### config.mk
export PLATFORM = sky130hd
export DESIGN_NAME = led_matrix_chain_frame_generator_unit
export DESIGN_NICKNAME = d
export VERILOG_FILES = /design/src/sv/lmcfg_pkg.sv /design/src/sv/lmcfg_front.sv /design/src/sv/lmcfg_back.sv /design/src/sv/led_matrix_chain_frame_generator_unit.sv
export SDC_FILE = /design/constraint.sdc
export NUM_CORES = 1
export LEC_CHECK = 0
export BUFFER_PORTS_ARGS = -buffer_cell sky130_fd_sc_hd__buf_2
export CORE_MARGIN = 2
export CORE_UTILIZATION = 60
export DETAILED_ROUTE_END_ITERATION = 6
export PLACE_DENSITY = 0.77
export SYNTH_ARGS = -nofsm -noshare
export SYNTH_HDL_FRONTEND = slang
export SYNTH_SLANG_ARGS = --single-unit
### constraint.sdc
create_clock -name clk -period 14.2 [get_ports clk]
set_clock_uncertainty 0.15 [all_clocks]
set_input_delay 2.84 -clock clk [delete_from_list [all_inputs] [get_ports clk]]
set_output_delay 2.84 -clock clk [all_outputs]
set_load 0.03 [all_outputs]
### src/sv/lmcfg_pkg.sv
// Package for the LED matrix chain frame generator.
// Holds the payload structs, the opcode and state enums, and the bit-reverse helper.
// No dependencies.
package lmcfg_pkg;

  localparam logic [3:0] ADDR_NOOP      = 4'h0;
  localparam logic [3:0] ADDR_ROW0      = 4'h1;
  localparam logic [3:0] ADDR_INTENSITY = 4'hA;
  localparam logic [7:0] INTENSITY_MAX  = 8'h0F;

  typedef enum logic [2:0] {
    OP_SET_COLUMN    = 3'd0,
    OP_FLUSH         = 3'd1,
    OP_CLEAR         = 3'd2,
    OP_WRITE_ROW     = 3'd3,
    OP_COMMAND_ALL   = 3'd4,
    OP_SET_INTENSITY = 3'd5
  } op_t;

  typedef enum logic [1:0] {
    CMD_COLUMN,
    CMD_ROWS,
    CMD_FRAMES
  } cmd_kind_t;

  typedef enum logic [2:0] {
    ST_IDLE,
    ST_COL_RD,
    ST_COL_WR,
    ST_ROWS,
    ST_FRAMES
  } bk_state_t;

  typedef struct packed {
    logic [2:0] op;
    logic [5:0] column;
    logic [2:0] device;
    logic [2:0] row;
    logic [3:0] reg_addr;
    logic [7:0] value;
  } in_item_t;

  typedef struct packed {
    logic [3:0] frame_reg;
    logic [7:0] frame_data;
    logic       end_of_transfer;
    logic       last;
  } out_item_t;

  typedef struct packed {
    cmd_kind_t  kind;
    logic       clear;
    logic [2:0] dev;
    logic [2:0] bit_pos;
    logic [7:0] value;
    logic [3:0] hit_reg;
    logic       all_hit;
    logic [2:0] target;
  } cmd_t;

  typedef struct packed {
    logic valid;
  } cmd_hs_t;

  function automatic logic [7:0] flip8(input logic [7:0] b);
    logic [7:0] r;
    for (int k = 0; k < 8; k++) begin
      r[k] = b[7-k];
    end
    return r;
  endfunction

endpackage

### src/sv/lmcfg_front.sv
// Front end of the LED matrix chain frame generator.
// Accepts items, classifies them into commands and queues the kept ones two deep.
// Depends on lmcfg_pkg.
module lmcfg_front #(
  parameter int CNT_W = 4
) (
  input  logic                 clk,
  input  logic                 rst_n,
  input  logic                 in_push,
  output logic                 in_full,
  input  lmcfg_pkg::in_item_t  in_item,
  input  logic [CNT_W-1:0]     chain_n,
  output lmcfg_pkg::cmd_hs_t   cmd_hs_o,
  input  logic                 cmd_pop,
  output lmcfg_pkg::cmd_t      cmd
);

  lmcfg_pkg::cmd_t q_mem [2];
  logic            q_wp_r, q_rp_r;
  logic [1:0]      q_cnt_r;
  lmcfg_pkg::cmd_t dec;
  logic            keep;
  logic            q_wr, q_rd;
  logic [3:0]      dev_full;

  assign dev_full = 4'(chain_n) - 4'd1 - {1'b0, in_item.column[5:3]};

  always_comb begin
    dec         = '0;
    dec.value   = in_item.value;
    dec.target  = in_item.device;
    dec.hit_reg = in_item.reg_addr;
    dec.dev     = 3'(dev_full);
    dec.bit_pos = 3'd7 - in_item.column[2:0];
    keep        = 1'b0;
    unique case (in_item.op)
      lmcfg_pkg::OP_SET_COLUMN: begin
        dec.kind = lmcfg_pkg::CMD_COLUMN;
        keep     = 7'(in_item.column) < 7'({chain_n, 3'b000});
      end
      lmcfg_pkg::OP_FLUSH: begin
        dec.kind = lmcfg_pkg::CMD_ROWS;
        keep     = 1'b1;
      end
      lmcfg_pkg::OP_CLEAR: begin
        dec.kind  = lmcfg_pkg::CMD_ROWS;
        dec.clear = 1'b1;
        keep      = 1'b1;
      end
      lmcfg_pkg::OP_WRITE_ROW: begin
        dec.kind    = lmcfg_pkg::CMD_FRAMES;
        dec.hit_reg = {1'b0, in_item.row} + lmcfg_pkg::ADDR_ROW0;
        keep        = 1'b1;
      end
      lmcfg_pkg::OP_COMMAND_ALL: begin
        dec.kind    = lmcfg_pkg::CMD_FRAMES;
        dec.all_hit = 1'b1;
        keep        = 1'b1;
      end
      lmcfg_pkg::OP_SET_INTENSITY: begin
        dec.kind    = lmcfg_pkg::CMD_FRAMES;
        dec.all_hit = 1'b1;
        dec.hit_reg = lmcfg_pkg::ADDR_INTENSITY;
        dec.value   = (in_item.value > lmcfg_pkg::INTENSITY_MAX) ?
                      lmcfg_pkg::INTENSITY_MAX : in_item.value;
        keep        = 1'b1;
      end
      default: begin
        dec.kind = lmcfg_pkg::CMD_FRAMES;
        keep     = 1'b0;
      end
    endcase
  end

  assign in_full        = (q_cnt_r == 2'd2);
  assign q_wr           = in_push && !in_full && keep;
  assign q_rd           = cmd_pop && (q_cnt_r != 2'd0);
  assign cmd_hs_o.valid = (q_cnt_r != 2'd0);
  assign cmd            = q_mem[q_rp_r];

  always_ff @(posedge clk) begin
    if (q_wr) begin
      q_mem[q_wp_r] <= dec;
    end
  end

  always_ff @(posedge clk) begin
    if (!rst_n) begin
      q_wp_r  <= 1'b0;
      q_rp_r  <= 1'b0;
      q_cnt_r <= 2'd0;
    end else begin
      if (q_wr) begin
        q_wp_r <= ~q_wp_r;
      end
      if (q_rd) begin
        q_rp_r <= ~q_rp_r;
      end
      q_cnt_r <= q_cnt_r + 2'(q_wr) - 2'(q_rd);
    end
  end

`ifndef SYNTHESIS
  a_no_overflow: assert property (@(posedge clk) disable iff (!rst_n)
    q_cnt_r != 2'd3) else $error("command queue count out of range");
  a_drop_no_push: assert property (@(posedge clk) disable iff (!rst_n)
    (in_push && !in_full && !keep && !q_rd) |=> $stable(q_cnt_r))
    else $error("dropped item changed the command queue");
  a_pop_moves: assert property (@(posedge clk) disable iff (!rst_n)
    q_rd |=> q_rp_r != $past(q_rp_r)) else $error("pop did not advance queue");
`endif

endmodule

### src/sv/lmcfg_back.sv
// Back end of the LED matrix chain frame generator.
// Holds the shadow row store, runs the frame sequencer and buffers result frames.
// Depends on lmcfg_pkg.
module lmcfg_back #(
  parameter int MAX_DEVICES = 8,
  parameter int CNT_W       = 4,
  parameter int DEV_W       = 3
) (
  input  logic                  clk,
  input  logic                  rst_n,
  input  logic [CNT_W-1:0]      chain_n,
  input  lmcfg_pkg::cmd_hs_t    cmd_hs_i,
  output logic                  cmd_pop,
  input  lmcfg_pkg::cmd_t       cmd,
  output logic                  out_empty,
  input  logic                  out_pop,
  output lmcfg_pkg::out_item_t  out_item
);

  localparam logic [2:0] OB_DEPTH = 3'd4;

  lmcfg_pkg::bk_state_t state_r, state_nxt;
  lmcfg_pkg::cmd_t      cmd_r;
  logic [DEV_W-1:0]     dev_r, dev_nxt;
  logic [2:0]           row_r, row_nxt;
  logic [DEV_W-1:0]     last_dev;
  logic                 dev_end, row_end;

  logic [63:0]          mem [MAX_DEVICES];
  logic [MAX_DEVICES-1:0] vld_r;
  logic [63:0]          rd_data_r;
  logic                 rd_vld_r;
  logic                 rd_en, wr_en, clr_vld;
  logic [DEV_W-1:0]     mem_addr;
  logic [63:0]          word_old, word_new;

  logic                 infl_r, infl_eot_r, infl_last_r;
  logic [2:0]           infl_row_r;
  logic                 issue, frm_emit;

  lmcfg_pkg::out_item_t ob_mem [4];
  logic [1:0]           ob_wp_r, ob_rp_r;
  logic [2:0]           ob_cnt_r;
  logic                 ob_wr, ob_rd, space;
  lmcfg_pkg::out_item_t ob_din, frm_item;
  logic                 hit;

  assign last_dev = DEV_W'(chain_n - CNT_W'(1));
  assign dev_end  = (dev_r == last_dev);
  assign row_end  = (row_r == 3'd7);
  assign space    = (ob_cnt_r + {2'b00, infl_r}) < OB_DEPTH;

  always_comb begin
    state_nxt = state_r;
    unique case (state_r)
      lmcfg_pkg::ST_IDLE: begin
        if (cmd_hs_i.valid) begin
          unique case (cmd.kind)
            lmcfg_pkg::CMD_COLUMN: state_nxt = lmcfg_pkg::ST_COL_RD;
            lmcfg_pkg::CMD_ROWS:   state_nxt = lmcfg_pkg::ST_ROWS;
            default:               state_nxt = lmcfg_pkg::ST_FRAMES;
          endcase
        end
      end
      lmcfg_pkg::ST_COL_RD: state_nxt = lmcfg_pkg::ST_COL_WR;
      lmcfg_pkg::ST_COL_WR: state_nxt = lmcfg_pkg::ST_IDLE;
      lmcfg_pkg::ST_ROWS: begin
        if (space && dev_end && row_end) begin
          state_nxt = lmcfg_pkg::ST_IDLE;
        end
      end
      lmcfg_pkg::ST_FRAMES: begin
        if (space && dev_end) begin
          state_nxt = lmcfg_pkg::ST_IDLE;
        end
      end
      default: state_nxt = lmcfg_pkg::ST_IDLE;
    endcase
  end

  always_comb begin
    cmd_pop  = 1'b0;
    clr_vld  = 1'b0;
    rd_en    = 1'b0;
    wr_en    = 1'b0;
    issue    = 1'b0;
    frm_emit = 1'b0;
    mem_addr = dev_r;
    unique case (state_r)
      lmcfg_pkg::ST_IDLE: begin
        cmd_pop = cmd_hs_i.valid;
        clr_vld = cmd_hs_i.valid && (cmd.kind == lmcfg_pkg::CMD_ROWS) && cmd.clear;
      end
      lmcfg_pkg::ST_COL_RD: begin
        rd_en    = 1'b1;
        mem_addr = DEV_W'(cmd_r.dev);
      end
      lmcfg_pkg::ST_COL_WR: begin
        wr_en    = 1'b1;
        mem_addr = DEV_W'(cmd_r.dev);
      end
      lmcfg_pkg::ST_ROWS: begin
        issue = space;
        rd_en = space;
      end
      lmcfg_pkg::ST_FRAMES: begin
        frm_emit = space;
      end
      default: ;
    endcase
  end

  always_comb begin
    dev_nxt = dev_r;
    row_nxt = row_r;
    if (state_r == lmcfg_pkg::ST_IDLE) begin
      dev_nxt = '0;
      row_nxt = '0;
    end else if (issue || frm_emit) begin
      if (dev_end) begin
        dev_nxt = '0;
        row_nxt = row_r + 3'd1;
      end else begin
        dev_nxt = dev_r + DEV_W'(1);
      end
    end
  end

  always_ff @(posedge clk) begin
    if (!rst_n) begin
      state_r <= lmcfg_pkg::ST_IDLE;
      dev_r   <= '0;
      row_r   <= '0;
      infl_r  <= 1'b0;
      vld_r   <= '0;
    end else begin
      state_r <= state_nxt;
      dev_r   <= dev_nxt;
      row_r   <= row_nxt;
      infl_r  <= issue;
      if (clr_vld) begin
        vld_r <= '0;
      end else if (wr_en) begin
        vld_r[mem_addr] <= 1'b1;
      end
    end
  end

  always_ff @(posedge clk) begin
    if (cmd_pop) begin
      cmd_r <= cmd;
    end
    infl_row_r  <= row_r;
    infl_eot_r  <= dev_end;
    infl_last_r <= dev_end && row_end;
  end

  always_ff @(posedge clk) begin
    if (wr_en) begin
      mem[mem_addr] <= word_new;
    end
    if (rd_en) begin
      rd_data_r <= mem[mem_addr];
      rd_vld_r  <= vld_r[mem_addr];
    end
  end

  assign word_old = rd_vld_r ? rd_data_r : '0;

  always_comb begin
    word_new = word_old;
    for (int r = 0; r < 8; r++) begin
      word_new[r*8 + int'(cmd_r.bit_pos)] = cmd_r.value[7-r];
    end
  end

  assign hit = cmd_r.all_hit || (4'(dev_r) == 4'(cmd_r.target));

  always_comb begin
    frm_item.frame_reg       = hit ? cmd_r.hit_reg : lmcfg_pkg::ADDR_NOOP;
    frm_item.frame_data      = hit ? cmd_r.value : 8'h00;
    frm_item.end_of_transfer = dev_end;
    frm_item.last            = dev_end;
  end

  always_comb begin
    if (infl_r) begin
      ob_din.frame_reg       = {1'b0, infl_row_r} + lmcfg_pkg::ADDR_ROW0;
      ob_din.frame_data      = lmcfg_pkg::flip8(word_old[infl_row_r*8 +: 8]);
      ob_din.end_of_transfer = infl_eot_r;
      ob_din.last            = infl_last_r;
    end else begin
      ob_din = frm_item;
    end
  end

  assign ob_wr     = infl_r || frm_emit;
  assign ob_rd     = out_pop && !out_empty;
  assign out_empty = (ob_cnt_r == 3'd0);
  assign out_item  = ob_mem[ob_rp_r];

  always_ff @(posedge clk) begin
    if (ob_wr) begin
      ob_mem[ob_wp_r] <= ob_din;
    end
  end

  always_ff @(posedge clk) begin
    if (!rst_n) begin
      ob_wp_r  <= '0;
      ob_rp_r  <= '0;
      ob_cnt_r <= '0;
    end else begin
      if (ob_wr) begin
        ob_wp_r <= ob_wp_r + 2'd1;
      end
      if (ob_rd) begin
        ob_rp_r <= ob_rp_r + 2'd1;
      end
      ob_cnt_r <= ob_cnt_r + 3'(ob_wr) - 3'(ob_rd);
    end
  end

`ifndef SYNTHESIS
  a_ob_bound: assert property (@(posedge clk) disable iff (!rst_n)
    ob_cnt_r <= OB_DEPTH) else $error("result buffer count out of range");
  a_ob_room: assert property (@(posedge clk) disable iff (!rst_n)
    (ob_wr && !ob_rd) |-> (ob_cnt_r < OB_DEPTH)) else $error("result buffer overrun");
  a_infl_src: assert property (@(posedge clk) disable iff (!rst_n)
    infl_r |-> ($past(state_r) == lmcfg_pkg::ST_ROWS)) else $error("stray store read");
  a_one_writer: assert property (@(posedge clk) disable iff (!rst_n)
    !(infl_r && frm_emit)) else $error("two frame sources at once");
`endif

endmodule

### src/sv/led_matrix_chain_frame_generator_unit.sv
// Top level of the LED matrix chain frame generator.
// Holds the chain length register and joins the front and back ends.
// Depends on lmcfg_pkg, lmcfg_front and lmcfg_back.

// Items enter a two-deep command queue and are carried out one at a time.
// Flush and clear produce one frame per cycle while the result buffer has
// room, from the single read port of the shadow store, the last frame landing
// in the buffer in the cycle after its read; write_row, command_all and
// set_intensity give one frame per device, set_column reads and writes back
// one store word, and unused opcodes and columns beyond the chain are
// dropped. The sequencer holds while the result buffer is full. The store
// resets through per-device valid bits, so there is no clearing pass. A
// four-deep result buffer lets the sequencer run ahead of the consumer.
module led_matrix_chain_frame_generator_unit #(
  parameter int MAX_DEVICES = 8
) (
  input  logic                  clk,
  input  logic                  rst_n,
  input  logic                  in_push,
  output logic                  in_full,
  input  lmcfg_pkg::in_item_t   in_item,
  output logic                  out_empty,
  input  logic                  out_pop,
  output lmcfg_pkg::out_item_t  out_item,
  input  logic                  cfg_we,
  input  logic [3:0]            cfg_wdata
);

  localparam int CNT_W = $clog2(MAX_DEVICES + 1);
  localparam int DEV_W = (MAX_DEVICES > 1) ? $clog2(MAX_DEVICES) : 1;
  localparam logic [3:0] MAX_DC = 4'(MAX_DEVICES);

  logic [3:0]         dc_r;
  logic [CNT_W-1:0]   chain_n;
  lmcfg_pkg::cmd_hs_t cmd_hs;
  lmcfg_pkg::cmd_t    cmd;
  logic               cmd_pop;

  always_ff @(posedge clk) begin
    if (!rst_n) begin
      dc_r <= 4'd4;
    end else if (cfg_we) begin
      dc_r <= cfg_wdata;
    end
  end

  always_comb begin
    priority if (dc_r == 4'd0) begin
      chain_n = CNT_W'(1);
    end else if (dc_r > MAX_DC) begin
      chain_n = CNT_W'(MAX_DEVICES);
    end else begin
      chain_n = CNT_W'(dc_r);
    end
  end

  lmcfg_front #(
    .CNT_W (CNT_W)
  ) u_front (
    .clk      (clk),
    .rst_n    (rst_n),
    .in_push  (in_push),
    .in_full  (in_full),
    .in_item  (in_item),
    .chain_n  (chain_n),
    .cmd_hs_o (cmd_hs),
    .cmd_pop  (cmd_pop),
    .cmd      (cmd)
  );

  lmcfg_back #(
    .MAX_DEVICES (MAX_DEVICES),
    .CNT_W       (CNT_W),
    .DEV_W       (DEV_W)
  ) u_back (
    .clk       (clk),
    .rst_n     (rst_n),
    .chain_n   (chain_n),
    .cmd_hs_i  (cmd_hs),
    .cmd_pop   (cmd_pop),
    .cmd       (cmd),
    .out_empty (out_empty),
    .out_pop   (out_pop),
    .out_item  (out_item)
  );

endmodule
==> impl_metrics.ini <==
[placement]
placed_cells = 2523
dp_hpwl_microns = 37100
gp_congestion = 0.790
place_area_sq_um = 32900
io_buffers = 51

[sta]
final_hold_viol_count = 0
period_needed_ns = 5.36
setup_viol = 0
rsz0062_at_grt = no
fin_crit_sh = 0.378
max_freq_mhz = 186
slew_headroom = 0.211
worst_pin_slew_ns = 1.18
slew_viol_final = 0
fin_setup_tns_ns = 0

[power]
swShare = 0.299
power.internal_mw = 4.60
power_frac_clock = 0.289
seqPwrFrac = 0.463
switchingPower_mw = 1.96
power.leakage_nw = 12.3
ir_drop_uv = 145
combPwrFrac = 0.247
powerDensity_nw_per_um2 = 186
fin_total_pwr_mw = 6.56

[logic_synthesis]
synth.most_common_cell = edfxtp_1
synth_top_family_by_area = multiplexers
ys_types = 55
synth-async-reset-ratio = 0
syn_area_sq_um = 32000
syn_area_per_cell_sq_um = 17.1
synthAdderAreaFrac = 0.00830
yosys.area_share.xor_xnor = 0.00619
synth_flop_cell = edfxtp_1
synthTopCellsByCount = edfxtp_1, nand2_1, mux4_2
synth_simple_gate_area_frac = 0.0469
muxShareOfSynthArea = 0.189
synth_edf_count = 705
ys_top_cells_by_area = edfxtp_1, mux4_2, mux2i_1
synth_fp_nets = 1925
synth_compound_area_frac = 0.0401
synth-seq-cells = 746
syn_inst = 1869
yosys_warnings = 0
synth_top_cell_by_area = edfxtp_1
yosysSeqAreaShare = 0.688
synth_top_area_share = 0.662

[detailed_routing]
ant_nets = 0
wl_per_cell_microns = 25.9
wl_microns = 69000
viasPerCell = 6.44
drt_first_pass_iters = 5
routed-via-count = 17117
drc = 0
drtIter0Drc = 1611

[setup_path]
path_cells = mux4_2 > buf_2
ff2ff_path_depth = 7
critPathRequiredTime_ns = 11.21
cp-endpoint = out_item[4]
crit_family = flip-flops
end_kind = output pin
cp.depth = 2
critPathBufInv = 1
startpoint_type = flop
ff2ff_setup_slack_ns = 9.54
r2r_start = u_back.state_r[1]$_SDFFE_PN0P_
crit_slowest_cell = dfxtp_1
crit_path_max_incr_delay_ns = 0.94
crit_fanout = 14
crit_type = reg2out
reg2reg_to = u_back.rd_data_r[21]$_DFFE_PP_
worstPathArrival_ns = 2.37

[floorplanning]
die_h_microns = 235
ios = 52
start_util = 0.607
die-area_sq_um = 55100
rows = 84
die-width_microns = 235
core_sq_um = 52700

[global_route]
grt_pass1_vias = 17539
grt_max_degree = 131
grt_use_total = 0.252
grt_pass1_wl_microns = 105000
antenna_found_initial = 0
grt-ovfl-total = 0

[clock_tree]
path_clk_slew_ns = 0.05
cts_root_buffer = clkbuf_16
post_cts_buffers = 0
worstSkewPairLatency_ns = 0.61
holdBufCountCts = 0
cts_tree = done
clock-sinks = 746
cts_buffers = 74
cts_htree_levels = 3
cts_buffer_depth = 3
ctsResizeCount = 0

[hold_path]
min_path_type = reg2reg
worstHoldStart = u_back.row_r[2]$_SDFFE_PP0P_

[flow_run]
maxCapViolCount = 0

[final_layout]
fin_area_sq_um = 35300
layout.nets = 1967
drive_gt1_frac = 0.237
syn_to_final_growth_pct = 10.3
final_cells = 2659
diodes = 0

[outcome]
status = finished, final reports clean
worst reg2reg max path, cell delays in order (launching register included):
cell      delay [ns]
dfxtp_1         0.48
nand2b_1        0.17
a21oi_4         0.93
buf_4           0.90
mux2i_4         0.39
buf_12          0.68
mux2i_1         0.46
o221ai_1        0.19
registers in the layout (all words and copies together), names as in the netlist, 2 cells and up, named ones only:
| register | cells |
|---|---|
| u_back.ob_cnt_r | 3 |
| u_front.q_cnt_r | 2 |
| u_back.row_r | 3 |
| u_back.infl_row_r | 3 |
| u_back.ob_rp_r | 2 |
| u_back.rd_data_r | 64 |
| u_back.mem | 512 |
| u_back.dev_r | 3 |
| u_back.ob_wp_r | 2 |
| u_back.cmd_r | 22 |
| u_back.ob_mem | 56 |
| u_back.state_r | 3 |
| dc_r | 4 |
| u_front.q_mem | 50 |
| u_back.vld_r | 8 |
how the worst min path moves through the flow:
stage	to	cells past startpoint
final	u_back.infl_row_r[2]$_DFF_P_	0
after CTS	u_back.infl_row_r[2]$_DFF_P_	0
after detailed placement	u_back.infl_row_r[2]$_DFF_P_	0
after global routing	u_back.infl_row_r[2]$_DFF_P_	0
after floorplan	u_back.infl_row_r[1]$_DFF_P_	0
after global placement	u_back.infl_row_r[2]$_DFF_P_	0
layer usage:
| metal | GRT usage | share of wire | routed length, microns |
|---|---|---|---|
| met2 | 0.418 | 0.50 | 34300 |
| met4 | 0.0754 | 0.026 | 1770 |
| met1 | 0.345 | 0.40 | 27400 |
| met3 | 0.0485 | 0.081 | 5570 |
| met5 | 0 | 0 | 0 |
cells in the final DEF (no fill, tap or decap), types with 11 or more instances in the layout:
master     synthesis  layout
o21ai_1           24      24
mux2_2            87      88
mux4_2           158     158
inv_1             26      26
buf_4              2      35
o221ai_1          64      64
clkbuf_1          64      11
mux2i_1          149     147
edfxtp_1         705     705
clkbuf_16          0      79
nor2_1            40      35
clkinv_2           0      19
buf_2             37      51
ha_1              18      18
nand3_1           14      14
dfxtp_1           41      39
nand2_1          234     234
a21oi_1           18      17
xnor2_1           17      17
clkinv_1           0      18
o21ai_0           54      54
power by group through the flow:
stage               clock network, mW  registers [mW]  logic (mW)
global route                     2.01            3.05        1.75
global placement                    0            3.07        1.55
CTS                              1.92            3.03        1.62
detailed placement                  0            3.08        1.61
floorplan                           0            2.95        1.25
finish                           1.90            3.04        1.62
layout make-up:
class / instances / area (sq um)
clock buffers: 90 / 2020
clock inverters: 46 / 344
fillers: 3391 / 17400
inverters: 27 / 101
multi-input cells: 975 / 9390
flip-flops and latches: 746 / 22000
well taps: 688 / 861
repair buffers: 87 / 538
logic make-up after synthesis:
group | after synthesis
xor gates and xnor gates | 21
muxes | 395
AOI/OAI and AO/OA | 188
buffers and inverters | 148
DFF | 746
and+or+nand+nor | 351
adders and majority gates | 20
stage by stage:
| stage | setup slack (ns) | hold WS (ns) | utilization |
|---|---|---|---|
| 2_1_floorplan | 9.27 | 0.202 | - |
| 3_3_place_gp | 8.84 | 0.208 | 0.625 |
| 3_5_place_dp | 8.80 | 0.216 | 0.625 |
| 4_1_cts | 8.73 | 0.223 | 0.670 |
| 5_1_grt | 8.67 | 0.238 | 0.670 |
| 6_report | 8.84 | 0.225 | 0.670 |
Power figures use the tool's default switching activity.
